**config.mk**
```make
export PLATFORM = sky130hd
export DESIGN_NAME = window_impulse_detector
export DESIGN_NICKNAME = d
export VERILOG_FILES = /design/src/rtl/core/wid_pkg.sv /design/src/rtl/core/wid_cell.sv /design/src/rtl/core/wid_check.sv /design/src/rtl/core/window_impulse_detector.sv
export SDC_FILE = /design/constraint.sdc
export NUM_CORES = 2
export LEC_CHECK = 0
export BUFFER_PORTS_ARGS = -buffer_cell sky130_fd_sc_hd__buf_2
export CORE_UTILIZATION = 55
export CTS_CLUSTER_SIZE = 12
export DETAILED_ROUTE_END_ITERATION = 6
export PLACE_DENSITY = 0.84
export SLEW_MARGIN = 20
export SYNTH_ARGS = -nofsm -noshare
export SYNTH_HDL_FRONTEND = slang
export SYNTH_HIERARCHICAL = 1
export SYNTH_SLANG_ARGS = --single-unit
```
**constraint.sdc**
```tcl
create_clock -name clock -period 6.9 [get_ports clock]
set_clock_uncertainty 0.2 [all_clocks]
set_input_delay 1.38 -clock clock [delete_from_list [all_inputs] [get_ports clock]]
set_output_delay 1.38 -clock clock [all_outputs]
set_load 0.02 [all_outputs]
```
**src/rtl/core/wid_pkg.sv**
```systemverilog
// ----------------------------------------------------------------------------
// wid_pkg
// types and fixed constants of the window impulse detector
// ----------------------------------------------------------------------------
package wid_pkg;

   // tolerance register
   localparam int unsigned TOL_W = 7;
   localparam logic [TOL_W-1:0] TOL_RESET = 7'd20;

   // percent scale and band factor width
   localparam int unsigned FAC_W = 8;
   localparam logic [FAC_W-1:0] PCT_SCALE = 8'd100;

   // request kinds carried in tuser
   localparam logic OPC_PUSH  = 1'b0;
   localparam logic OPC_CLEAR = 1'b1;

   typedef enum logic [2:0] {
      ST_IDLE,
      ST_UPDATE,
      ST_BOUNDS,
      ST_CHECK,
      ST_DONE
   } wid_state_type;

   // controls fanned out to every ring cell
   typedef struct packed {
      logic shift;
      logic clear;
   } wid_cell_ctl_type;

endpackage

```
**src/rtl/core/wid_cell.sv**
```systemverilog
// ----------------------------------------------------------------------------
// wid_cell
// one window slot holding an x/y/z sample, shifts toward the ring head
// ----------------------------------------------------------------------------
module wid_cell
   import wid_pkg::*;
#(
   parameter int unsigned SAMPLE_BITS = 10
) (
   input  logic                   clock,
   input  logic                   reset,
   input  wid_cell_ctl_type       ctl,
   input  logic [SAMPLE_BITS-1:0] in_x,
   input  logic [SAMPLE_BITS-1:0] in_y,
   input  logic [SAMPLE_BITS-1:0] in_z,
   output logic [SAMPLE_BITS-1:0] out_x,
   output logic [SAMPLE_BITS-1:0] out_y,
   output logic [SAMPLE_BITS-1:0] out_z
);

   logic [SAMPLE_BITS-1:0] x_ff;
   logic [SAMPLE_BITS-1:0] y_ff;
   logic [SAMPLE_BITS-1:0] z_ff;

   always_ff @(posedge clock) begin
      if (reset || ctl.clear) begin
         x_ff <= '0;
         y_ff <= '0;
         z_ff <= '0;
      end else if (ctl.shift) begin
         x_ff <= in_x;
         y_ff <= in_y;
         z_ff <= in_z;
      end
   end

   assign out_x = x_ff;
   assign out_y = y_ff;
   assign out_z = z_ff;

endmodule

```
**src/rtl/core/wid_check.sv**
```systemverilog
// ----------------------------------------------------------------------------
// wid_check
// per-axis band test: holds scaled mean bounds, tests one sample a cycle
// ----------------------------------------------------------------------------
module wid_check
   import wid_pkg::*;
#(
   parameter int unsigned SAMPLE_BITS  = 10,
   parameter int unsigned WINDOW_DEPTH = 25,
   parameter int unsigned SUM_W        = 15
) (
   input  logic                   clock,
   input  logic                   load_bounds,
   input  logic [SUM_W-1:0]       sum,
   input  logic [TOL_W-1:0]       tol,
   input  logic [SAMPLE_BITS-1:0] sample,
   output logic                   outside
);

   localparam int unsigned PROD_W = SUM_W + FAC_W;
   localparam logic [PROD_W-1:0] SCALE = PROD_W'(WINDOW_DEPTH * 100);

   logic [FAC_W-1:0]  lo_fac;
   logic [FAC_W-1:0]  hi_fac;
   logic              lo_en_in;
   logic [PROD_W-1:0] lo_in;
   logic [PROD_W-1:0] hi_in;
   logic              lo_en_ff;
   logic [PROD_W-1:0] lo_ff;
   logic [PROD_W-1:0] hi_ff;
   logic [PROD_W-1:0] scaled;

   // above 100 percent the lower bound is negative and drops out
   always_comb begin
      lo_en_in = ({1'b0, tol} <= PCT_SCALE);
      lo_fac   = lo_en_in ? (PCT_SCALE - {1'b0, tol}) : '0;
      hi_fac   = PCT_SCALE + {1'b0, tol};
      lo_in    = PROD_W'(sum) * PROD_W'(lo_fac);
      hi_in    = PROD_W'(sum) * PROD_W'(hi_fac);
   end

   always_ff @(posedge clock) begin
      if (load_bounds) begin
         lo_en_ff <= lo_en_in;
         lo_ff    <= lo_in;
         hi_ff    <= hi_in;
      end
   end

   assign scaled  = PROD_W'(sample) * SCALE;
   assign outside = (lo_en_ff && (scaled < lo_ff)) || (scaled > hi_ff);

endmodule

```
**src/rtl/core/window_impulse_detector.sv**
```systemverilog
// ----------------------------------------------------------------------------
// window_impulse_detector
// sliding-window mean deviation check on three accelerometer axes
// ----------------------------------------------------------------------------
// usage
//   req channel: one word per item; tuser selects push (0) or clear (1),
//   tdata carries the x/y/z sample. a push stores the sample in the window
//   and yields one rsp word, twist_detected in bit 0. a clear empties the
//   window and yields no rsp word.
//   csr port: write tolerance_percent whenever the block is idle.
// push sequence
//   a push runs through the states in order: the window ring makes one lap
//   to update the slots and sum each axis, the bounds state loads the band
//   bounds, a second lap tests every slot against them, then the result goes
//   to the output register; no new item is accepted before the push is done.
// reset and stall
//   reset empties the window, sets tolerance to 20 percent and drops
//   rsp_tvalid. while rsp is stalled, a finished word waits in the output
//   register and the next item is still accepted; a second result then
//   waits in the done state until the output register frees up.
// ----------------------------------------------------------------------------
module window_impulse_detector
   import wid_pkg::*;
#(
   parameter int unsigned WINDOW_DEPTH = 25,
   parameter int unsigned SAMPLE_BITS  = 10
) (
   input  logic                            clock,
   input  logic                            reset,
   // request channel
   input  logic                            req_tvalid,
   output logic                            req_tready,
   input  logic [((3*SAMPLE_BITS+7)/8)*8-1:0] req_tdata,  // sample_x, sample_y, sample_z
   input  logic                            req_tuser,  // opcode
   // result channel
   output logic                            rsp_tvalid,
   input  logic                            rsp_tready,
   output logic [7:0]                      rsp_tdata,  // twist_detected
   // tolerance register
   input  logic                            csr_wr_en,
   input  logic [TOL_W-1:0]                csr_wr_data
);

   localparam int unsigned CNT_W  = $clog2(WINDOW_DEPTH);
   localparam int unsigned FILL_W = $clog2(WINDOW_DEPTH + 1);
   localparam int unsigned SUM_W  = SAMPLE_BITS + $clog2(WINDOW_DEPTH + 1);
   localparam logic [CNT_W-1:0]  LAST_IDX = CNT_W'(WINDOW_DEPTH - 1);
   localparam logic [FILL_W-1:0] FULL     = FILL_W'(WINDOW_DEPTH);

   // control state
   wid_state_type     state_ff, state_in;
   logic [CNT_W-1:0]  cnt_ff, cnt_in;
   logic [CNT_W-1:0]  wp_ff, wp_in;
   logic [FILL_W-1:0] fill_ff, fill_in;
   logic              rsp_valid_ff, rsp_valid_in;
   logic [TOL_W-1:0]  tol_ff;

   // payload
   logic [SAMPLE_BITS-1:0] smp_x_ff, smp_y_ff, smp_z_ff;
   logic [SUM_W-1:0]       sum_x_ff, sum_y_ff, sum_z_ff;
   logic [SUM_W-1:0]       sum_x_in, sum_y_in, sum_z_in;
   logic                   flag_ff, flag_in;
   logic                   rsp_bit_ff, rsp_bit_in;

   wid_cell_ctl_type cell_ctl;
   logic             accept;
   logic             push_take;
   logic             replace;
   logic             load_bounds;
   logic             slot_free;
   logic             out_x, out_y, out_z;

   // ring taps; slot 0 is the head
   logic [SAMPLE_BITS-1:0] ring_x [WINDOW_DEPTH];
   logic [SAMPLE_BITS-1:0] ring_y [WINDOW_DEPTH];
   logic [SAMPLE_BITS-1:0] ring_z [WINDOW_DEPTH];
   logic [SAMPLE_BITS-1:0] head_x, head_y, head_z;

   assign req_tready = (state_ff == ST_IDLE);
   assign accept     = req_tvalid && req_tready;
   assign push_take  = accept && (req_tuser == OPC_PUSH);
   assign slot_free  = !rsp_valid_ff || rsp_tready;

   // head slot index equals the lap counter during the update lap;
   // warm-up rewrites the whole unwritten tail, afterwards only the slot at wp
   assign replace = (state_ff == ST_UPDATE) &&
                    ((fill_ff != FULL) ? (FILL_W'(cnt_ff) >= fill_ff) : (cnt_ff == wp_ff));

   assign head_x = replace ? smp_x_ff : ring_x[0];
   assign head_y = replace ? smp_y_ff : ring_y[0];
   assign head_z = replace ? smp_z_ff : ring_z[0];

   // the ring of cells
   for (genvar i = 0; i < WINDOW_DEPTH; i++) begin : g_cell
      logic [SAMPLE_BITS-1:0] nx, ny, nz;
      if (i == WINDOW_DEPTH - 1) begin : g_tail
         assign nx = head_x;
         assign ny = head_y;
         assign nz = head_z;
      end else begin : g_body
         assign nx = ring_x[i+1];
         assign ny = ring_y[i+1];
         assign nz = ring_z[i+1];
      end
      wid_cell #(
         .SAMPLE_BITS(SAMPLE_BITS)
      ) u_cell (
         .clock (clock),
         .reset (reset),
         .ctl   (cell_ctl),
         .in_x  (nx),
         .in_y  (ny),
         .in_z  (nz),
         .out_x (ring_x[i]),
         .out_y (ring_y[i]),
         .out_z (ring_z[i])
      );
   end

   // band testers, one per axis, all looking at the head slot
   wid_check #(
      .SAMPLE_BITS(SAMPLE_BITS), .WINDOW_DEPTH(WINDOW_DEPTH), .SUM_W(SUM_W)
   ) u_check_x (
      .clock(clock), .load_bounds(load_bounds), .sum(sum_x_ff), .tol(tol_ff),
      .sample(ring_x[0]), .outside(out_x)
   );
   wid_check #(
      .SAMPLE_BITS(SAMPLE_BITS), .WINDOW_DEPTH(WINDOW_DEPTH), .SUM_W(SUM_W)
   ) u_check_y (
      .clock(clock), .load_bounds(load_bounds), .sum(sum_y_ff), .tol(tol_ff),
      .sample(ring_y[0]), .outside(out_y)
   );
   wid_check #(
      .SAMPLE_BITS(SAMPLE_BITS), .WINDOW_DEPTH(WINDOW_DEPTH), .SUM_W(SUM_W)
   ) u_check_z (
      .clock(clock), .load_bounds(load_bounds), .sum(sum_z_ff), .tol(tol_ff),
      .sample(ring_z[0]), .outside(out_z)
   );

   // sequencer
   always_comb begin
      state_in       = state_ff;
      cnt_in         = cnt_ff;
      wp_in          = wp_ff;
      fill_in        = fill_ff;
      sum_x_in       = sum_x_ff;
      sum_y_in       = sum_y_ff;
      sum_z_in       = sum_z_ff;
      flag_in        = flag_ff;
      rsp_bit_in     = rsp_bit_ff;
      rsp_valid_in   = rsp_valid_ff && !rsp_tready;
      cell_ctl.shift = 1'b0;
      cell_ctl.clear = 1'b0;
      load_bounds    = 1'b0;
      case (state_ff)
         ST_IDLE: begin
            if (accept) begin
               if (req_tuser == OPC_CLEAR) begin
                  cell_ctl.clear = 1'b1;
                  wp_in          = '0;
                  fill_in        = '0;
               end else begin
                  cnt_in   = '0;
                  sum_x_in = '0;
                  sum_y_in = '0;
                  sum_z_in = '0;
                  state_in = ST_UPDATE;
               end
            end
         end
         ST_UPDATE: begin
            // one lap: write new sample where due and sum the slots
            cell_ctl.shift = 1'b1;
            sum_x_in = sum_x_ff + SUM_W'(head_x);
            sum_y_in = sum_y_ff + SUM_W'(head_y);
            sum_z_in = sum_z_ff + SUM_W'(head_z);
            cnt_in   = cnt_ff + 1'b1;
            if (cnt_ff == LAST_IDX) begin
               cnt_in   = '0;
               wp_in    = (wp_ff == LAST_IDX) ? '0 : wp_ff + 1'b1;
               fill_in  = (fill_ff == FULL) ? FULL : fill_ff + 1'b1;
               state_in = ST_BOUNDS;
            end
         end
         ST_BOUNDS: begin
            load_bounds = 1'b1;
            flag_in     = 1'b0;
            state_in    = ST_CHECK;
         end
         ST_CHECK: begin
            // second lap: test every slot against the bounds
            cell_ctl.shift = 1'b1;
            flag_in = flag_ff || out_x || out_y || out_z;
            cnt_in  = cnt_ff + 1'b1;
            if (cnt_ff == LAST_IDX) begin
               cnt_in   = '0;
               state_in = ST_DONE;
            end
         end
         ST_DONE: begin
            if (slot_free) begin
               rsp_valid_in = 1'b1;
               rsp_bit_in   = flag_ff;
               state_in     = ST_IDLE;
            end
         end
         default: begin
            state_in = ST_IDLE;
         end
      endcase
   end

   always_ff @(posedge clock) begin
      if (reset) begin
         state_ff     <= ST_IDLE;
         cnt_ff       <= '0;
         wp_ff        <= '0;
         fill_ff      <= '0;
         rsp_valid_ff <= 1'b0;
      end else begin
         state_ff     <= state_in;
         cnt_ff       <= cnt_in;
         wp_ff        <= wp_in;
         fill_ff      <= fill_in;
         rsp_valid_ff <= rsp_valid_in;
      end
   end

   always_ff @(posedge clock) begin
      if (reset) begin
         tol_ff <= TOL_RESET;
      end else if (csr_wr_en) begin
         tol_ff <= csr_wr_data;
      end
   end

   // payload registers
   always_ff @(posedge clock) begin
      if (push_take) begin
         smp_x_ff <= req_tdata[SAMPLE_BITS-1:0];
         smp_y_ff <= req_tdata[2*SAMPLE_BITS-1:SAMPLE_BITS];
         smp_z_ff <= req_tdata[3*SAMPLE_BITS-1:2*SAMPLE_BITS];
      end
      sum_x_ff   <= sum_x_in;
      sum_y_ff   <= sum_y_in;
      sum_z_ff   <= sum_z_in;
      flag_ff    <= flag_in;
      rsp_bit_ff <= rsp_bit_in;
   end

   assign rsp_tvalid = rsp_valid_ff;
   assign rsp_tdata  = {7'b0, rsp_bit_ff};

endmodule

```
# Yosys cells after proc, flatten, opt, wreduce, memory -nomap -nowiden
# Index checks and enable logic that the tools add are counted.
# op_classes
n_addsub,8
n_mul,9
order_cmp,8
n_eq_ne,15
mux,36
bitwise_logic,1
n_reduce_logical,27
# op_table
op,n
$mul A15 B8 Y23,6
$pmux W15 S2,3
$gt A22 B23 Y1,3
$lt A22 B23 Y1,3
$mul A10 B10 Y20 const B,3
$add A15 B10 Y15,3
$mux W5,9
$mux W10,3
$mux W15,2
$pmux W5 S2,3
$add A5 B1 Y5 const B,3
$eq A5 B5 Y1 const B,3
$mux W3,5
$pmux W3 S5,1
$add A7 B7 Y8 const A,1
$logic_or A1 B1 Y1,8
$mux W1,8
$mux W8,1
$sub A7 B7 Y8 const A,1
$le A7 B7 Y1 const B,1
$logic_and A1 B1 Y1,7
$eq A3 B2 Y1 const B,2
$ne A2 B1 Y1 const B,3
$ne A2 B2 Y1 const B,3
15 further kinds,19
# word_totals
regBits,992
output_inout_bits,10
elab_cells,200

# Longest topological paths before layout
# logic_depth
depth_word,8
depth_mapped,26

# Modules after synthesis
# The synthesis kept the hierarchy.
# by_module_without_submodules
module,instances,cells_each,area_per_inst_um2,seq_area_each_um2
wid_cell,25,98,1127.3,600.6
wid_check at u_check_y,1,1313,11887.7,1411.4
wid_check at u_check_x,1,1282,11755.0,1411.4
wid_check at u_check_z,1,1265,11706.2,1411.4
window_impulse_detector,1,565,6179.7,2832.7

# Worst setup path after synthesis
# No wires, ideal clock.
# synth_path
kind,reg-to-reg
from,register tol_ff[2]
to,"register u_check_x.lo_ff[20], data pin"
arrival_time_ns,6.339
required_ns,6.439
path_slack_ns,0.100
path_stages_with_launch,23
cell_sequence,dfxtp_1 clkbuf_1 inv_1 ha_1 a21oi_1 or2_2 nor2b_1 nor2_1 clkbuf_1 and2_1 fa_1 fa_1 fa_1 inv_1 fa_1 inv_1 ha_1 or3_1 o221a_1 o21a_2 o41ai_4 a21oi_2 a311o_1
# synth_via
elab_chain_cells,3
# synth_lines
element,line_no,text
"start, declared",window_impulse_detector.sv:56,logic [TOL_W-1:0] tol_ff;
"start signal, assigned",window_impulse_detector.sv:233,tol_ff <= csr_wr_data;
$sub A7 B7 Y8 / $le A7 B7 Y1 (equally long branches),"wid_check.sv:36, wid_check.sv:35",
$mux W8 (*),wid_check.sv:36,"lo_fac = lo_en_in ? (PCT_SCALE - {1'b0, tol}) : '0;"
$mul A15 B8 Y23 (*),wid_check.sv:38,lo_in = PROD_W'(sum) * PROD_W'(lo_fac);
named net u_check_x.lo_in[20],wid_check.sv:26,logic [PROD_W-1:0] lo_in;
"end signal, assigned",wid_check.sv:45,lo_ff <= lo_in;
"end, declared",wid_check.sv:29,logic [PROD_W-1:0] lo_ff;
# Mark *: on every way through the listed nets, which the timed path passes. The rest lies on a longest branch.
# A chain may end at the register's enable or synchronous reset.

# Worst setup path after layout
# layout_path
from,register tol_ff[4]
to,"register u_check_y.hi_ff[22], data pin"
# layout_via
elab_chain_cells,2
# layout_lines
element,line_no,text
$add A7 B7 Y8,wid_check.sv:37,"hi_fac = PCT_SCALE + {1'b0, tol};"
$mul A15 B8 Y23,wid_check.sv:39,hi_in = PROD_W'(sum) * PROD_W'(hi_fac);
named net u_check_y.hi_in[22],wid_check.sv:27,logic [PROD_W-1:0] hi_in;
"end signal, assigned",wid_check.sv:46,hi_ff <= hi_in;
"end, declared",wid_check.sv:30,logic [PROD_W-1:0] hi_ff;
# The timed path passes the listed nets, and every way through them passes these cells.

==> flow_summary_export.csv <==
group,metric,value,unit
run_status,outcome,"finished, violations left",
run_status,violations,"DRC",
synth,yosys_warnings,6,
clock_network,cts.sinks,994,
detailed_routing,detail_route.wl_per_cell,17.6,µm
place,gp_congestion,0.910,
floorplanning,rows,130,
critical_path,cp.arrival,6910,ps
place,hpwlAfterDp,109000,µm
sta,final_hold_viol_count,0,
critical_path,start_kind,"flip-flop",
sta,final-setup-viol-count,0,
synth,async_flop_share,0,
synth,syn_area,0.0697,mm²
global_route,grt-busiest-layer,"met2",
power_and_ir_drop,power.density,279,mW/mm²
floorplanning,core_area,0.126,mm²
global_route,grt_antenna_before_repair,3,
critical_path,crit_type,"flip-flop to flip-flop",
place,dp_cells,8385,
critical_path,crit_required,7150,ps
detailed_routing,drt-pass1-iter-count,7,
layout,nNetsFinal,7999,
floorplanning,die_w,358,µm
layout,layout-drive-gt1-share,0.0584,
floorplanning,io_pins,55,
clock_network,cts_made_buffers,102,
sta,final_max_slew_viol_count,0,
clock_network,cts-root-buf,"clkbuf_16",
global_route,grt.met2_usage,0.410,
global_route,grt_pass1_wl,245000,µm
detailed_routing,wirelength,151000,µm
critical_path,worst-path-max-fanout,18,
critical_path,end_kind,"flip-flop",
sta,period_needed,6660,ps
sta,worst_pin_slew,1120,ps
floorplanning,die_area,0.128,mm²
detailed_routing,drt_iter0_drc,3268,
floorplanning,chipHeight,358,µm
power_and_ir_drop,vdd_drop_max,0.000246,V
critical_path,reg2reg_depth,15,
sta,finalCritPeriodShare,0.966,
clock_network,cts_tree,"built",
clock_network,cts_setup_buffers,0,
synth,synth_seq_cells,994,
clock_network,cts_resized,0,
global_route,grt_pass1_vias,49300,
synth,avgSynthCellArea,10.1,µm²
detailed_routing,antenna_left,0,
sta,slew_headroom,0.250,
job,drv_cap,0,
detailed_routing,via_count,47200,
layout,mostFrequentLayoutCells,"nor2_1, inv_1, dfxtp_1",
synth,synth_edf_count,218,
global_route,track_usage,0.236,
global_route,grt_max_degree,166,
sta,holdWs,266,ps
floorplanning,start_util,0.554,
clock_network,clkLatencyLatePin,710,ps
global_route,grt_use_met1,0.291,
clock_network,cts_hold_buf,0,
sta,max_clock_freq,150,MHz
synth,synth_flop_cell,"dfxtp_1",
min_path,hp-class,"flip-flop to flip-flop",
synth,syn_inst,6875,
layout,final_common_cell,"nor2_1",
clock_network,htree_levels,3,
place,io_buffers,45,
synth,ys_seq_area_frac,0.317,
clock_network,clock_path_buffers,3,
detailed_routing,vias_per_cell,5.52,
detailed_routing,drc,2,
layout,finalNonFillerCells,8551,
min_path,holdPathStages,0,
synth,yosysUniqueCellTypes,98,
global_route,grt_overflow_total,0,
clock_network,path_clk_slew,60,ps
power_and_ir_drop,p_leak,33.0,nW
global_route,grt_use_met3,0.0348,
layout,syn2layout_area_growth,4.76,%
[logic make-up (layout without fill, tap and decap cells)]
family | count (synthesis) | after routing | synth area share
multiplexers | 790 | 790 | 0.115
other | 1 | 8 | 0.0000538
buffers and inverters | 1173 | 1192 | 0.0924
AO/OA/AOI/OAI | 578 | 578 | 0.0552
AND/OR/NAND/NOR | 2030 | 2030 | 0.139
adder cells (fa/ha/maj) | 1114 | 1114 | 0.256
XOR/XNOR | 195 | 195 | 0.0245
flip-flops | 994 | 994 | 0.317
[Yosys cell counts, drive strengths merged, types with 8 or more instances]
cell type	count	share of area
o21ai	109	0.0079
o211ai	21	0.0023
ha	592	0.11
o22ai	8	0.00092
xor2	56	0.0070
a31oi	20	0.0022
mux2i	759	0.11
a211oi	27	0.0030
edfxtp	218	0.094
xnor2	139	0.017
and2	515	0.046
fa	522	0.15
dfxtp	776	0.22
inv	876	0.047
nand4	33	0.0030
mux2	31	0.0065
a21o	77	0.0083
clkbuf	106	0.0057
or2	36	0.0041
nor2	938	0.051
nand3	40	0.0029
nor3	32	0.0023
a21oi	174	0.013
or3	11	0.0011
and3	13	0.0012
buf	191	0.040
o21bai	16	0.0017
o21a	34	0.0037
nor2b	69	0.0063
nand2b	25	0.0022
nand2	280	0.015
[layout make-up]
type,count,area [µm²]
Antenna cell,1,2.50
Inverter,876,3300
Fill cell,9943,52700
Timing Repair Buffer,152,1120
Multi-Input combinational cell,4714,41300
Clock inverter,23,340
Tap cell,1650,2060
Sequential cell,994,22100
Clock buffer,141,2850
[metrics by stage]
stage	util	power (mW)	TNS [ps]	setup slack, ps	area [µm²]
final	0.581	20.4	0	235	73000
after global routing	0.581	21.8	-9.59	-9.59	73000
after CTS	0.580	20.4	0	116	73000
after detailed placement	0.555	15.0	0	63.0	69800
after global placement	0.555	14.7	0	261	69800
after floorplan	-	13.3	0	99.8	69700
[layer usage]
layer | wire length, µm | share of wire
met5 | 0 | 0
met4 | 6380 | 0.042
met3 | 8450 | 0.056
met2 | 73300 | 0.49
met1 | 62600 | 0.42
[report_power, final]
group          total [mW]  internal [mW]  switching, mW
clock                5.31           3.00           2.30
combinational        8.59           3.64           4.95
sequential           6.50           6.37          0.132
total                20.4           13.0           7.39
[registers in the layout (all words and copies together) (netlist names), 7 cells and up]
| name | cells |
|---|---|
| smp_x_ff | 10 |
| sum_y_ff | 15 |
| u_check_y/hi_ff | 23 |
| sum_z_ff | 15 |
| u_check_z/hi_ff | 23 |
| tol_ff | 7 |
| u_check_x/lo_ff | 23 |
| u_check_x/hi_ff | 23 |
| g_cell.u_cell/out_z | 250 |
| g_cell.u_cell/out_x | 250 |
| sum_x_ff | 15 |
| g_cell.u_cell/out_y | 250 |
| smp_y_ff | 10 |
| u_check_y/lo_ff | 23 |
| smp_z_ff | 10 |
| u_check_z/lo_ff | 23 |
[worst paths after layout]
check / startpoint / endpoint / slack [ps]
setup / recovery: tol_ff[4] / u_check_y/hi_ff[22] / 240
hold / removal: flag_ff / rsp_bit_ff / 270
setup reg to reg: tol_ff[4] / u_check_y/hi_ff[22] / 240
hold reg to reg: flag_ff / rsp_bit_ff / 270
[worst max-delay path, cell delays in order (launching register included)]
cell	delay (ps)
dfxtp_1	1000
xor2_1	410
and2_1	300
fa_1	530
inv_1	50
fa_1	460
fa_1	520
fa_1	540
inv_1	40
ha_1	360
a2111oi_0	440
o21ai_0	360
a32oi_1	340
nor3b_1	280
o21ai_0	140
xnor2_1	420
No activity file was read; power rests on OpenSTA's default activity.
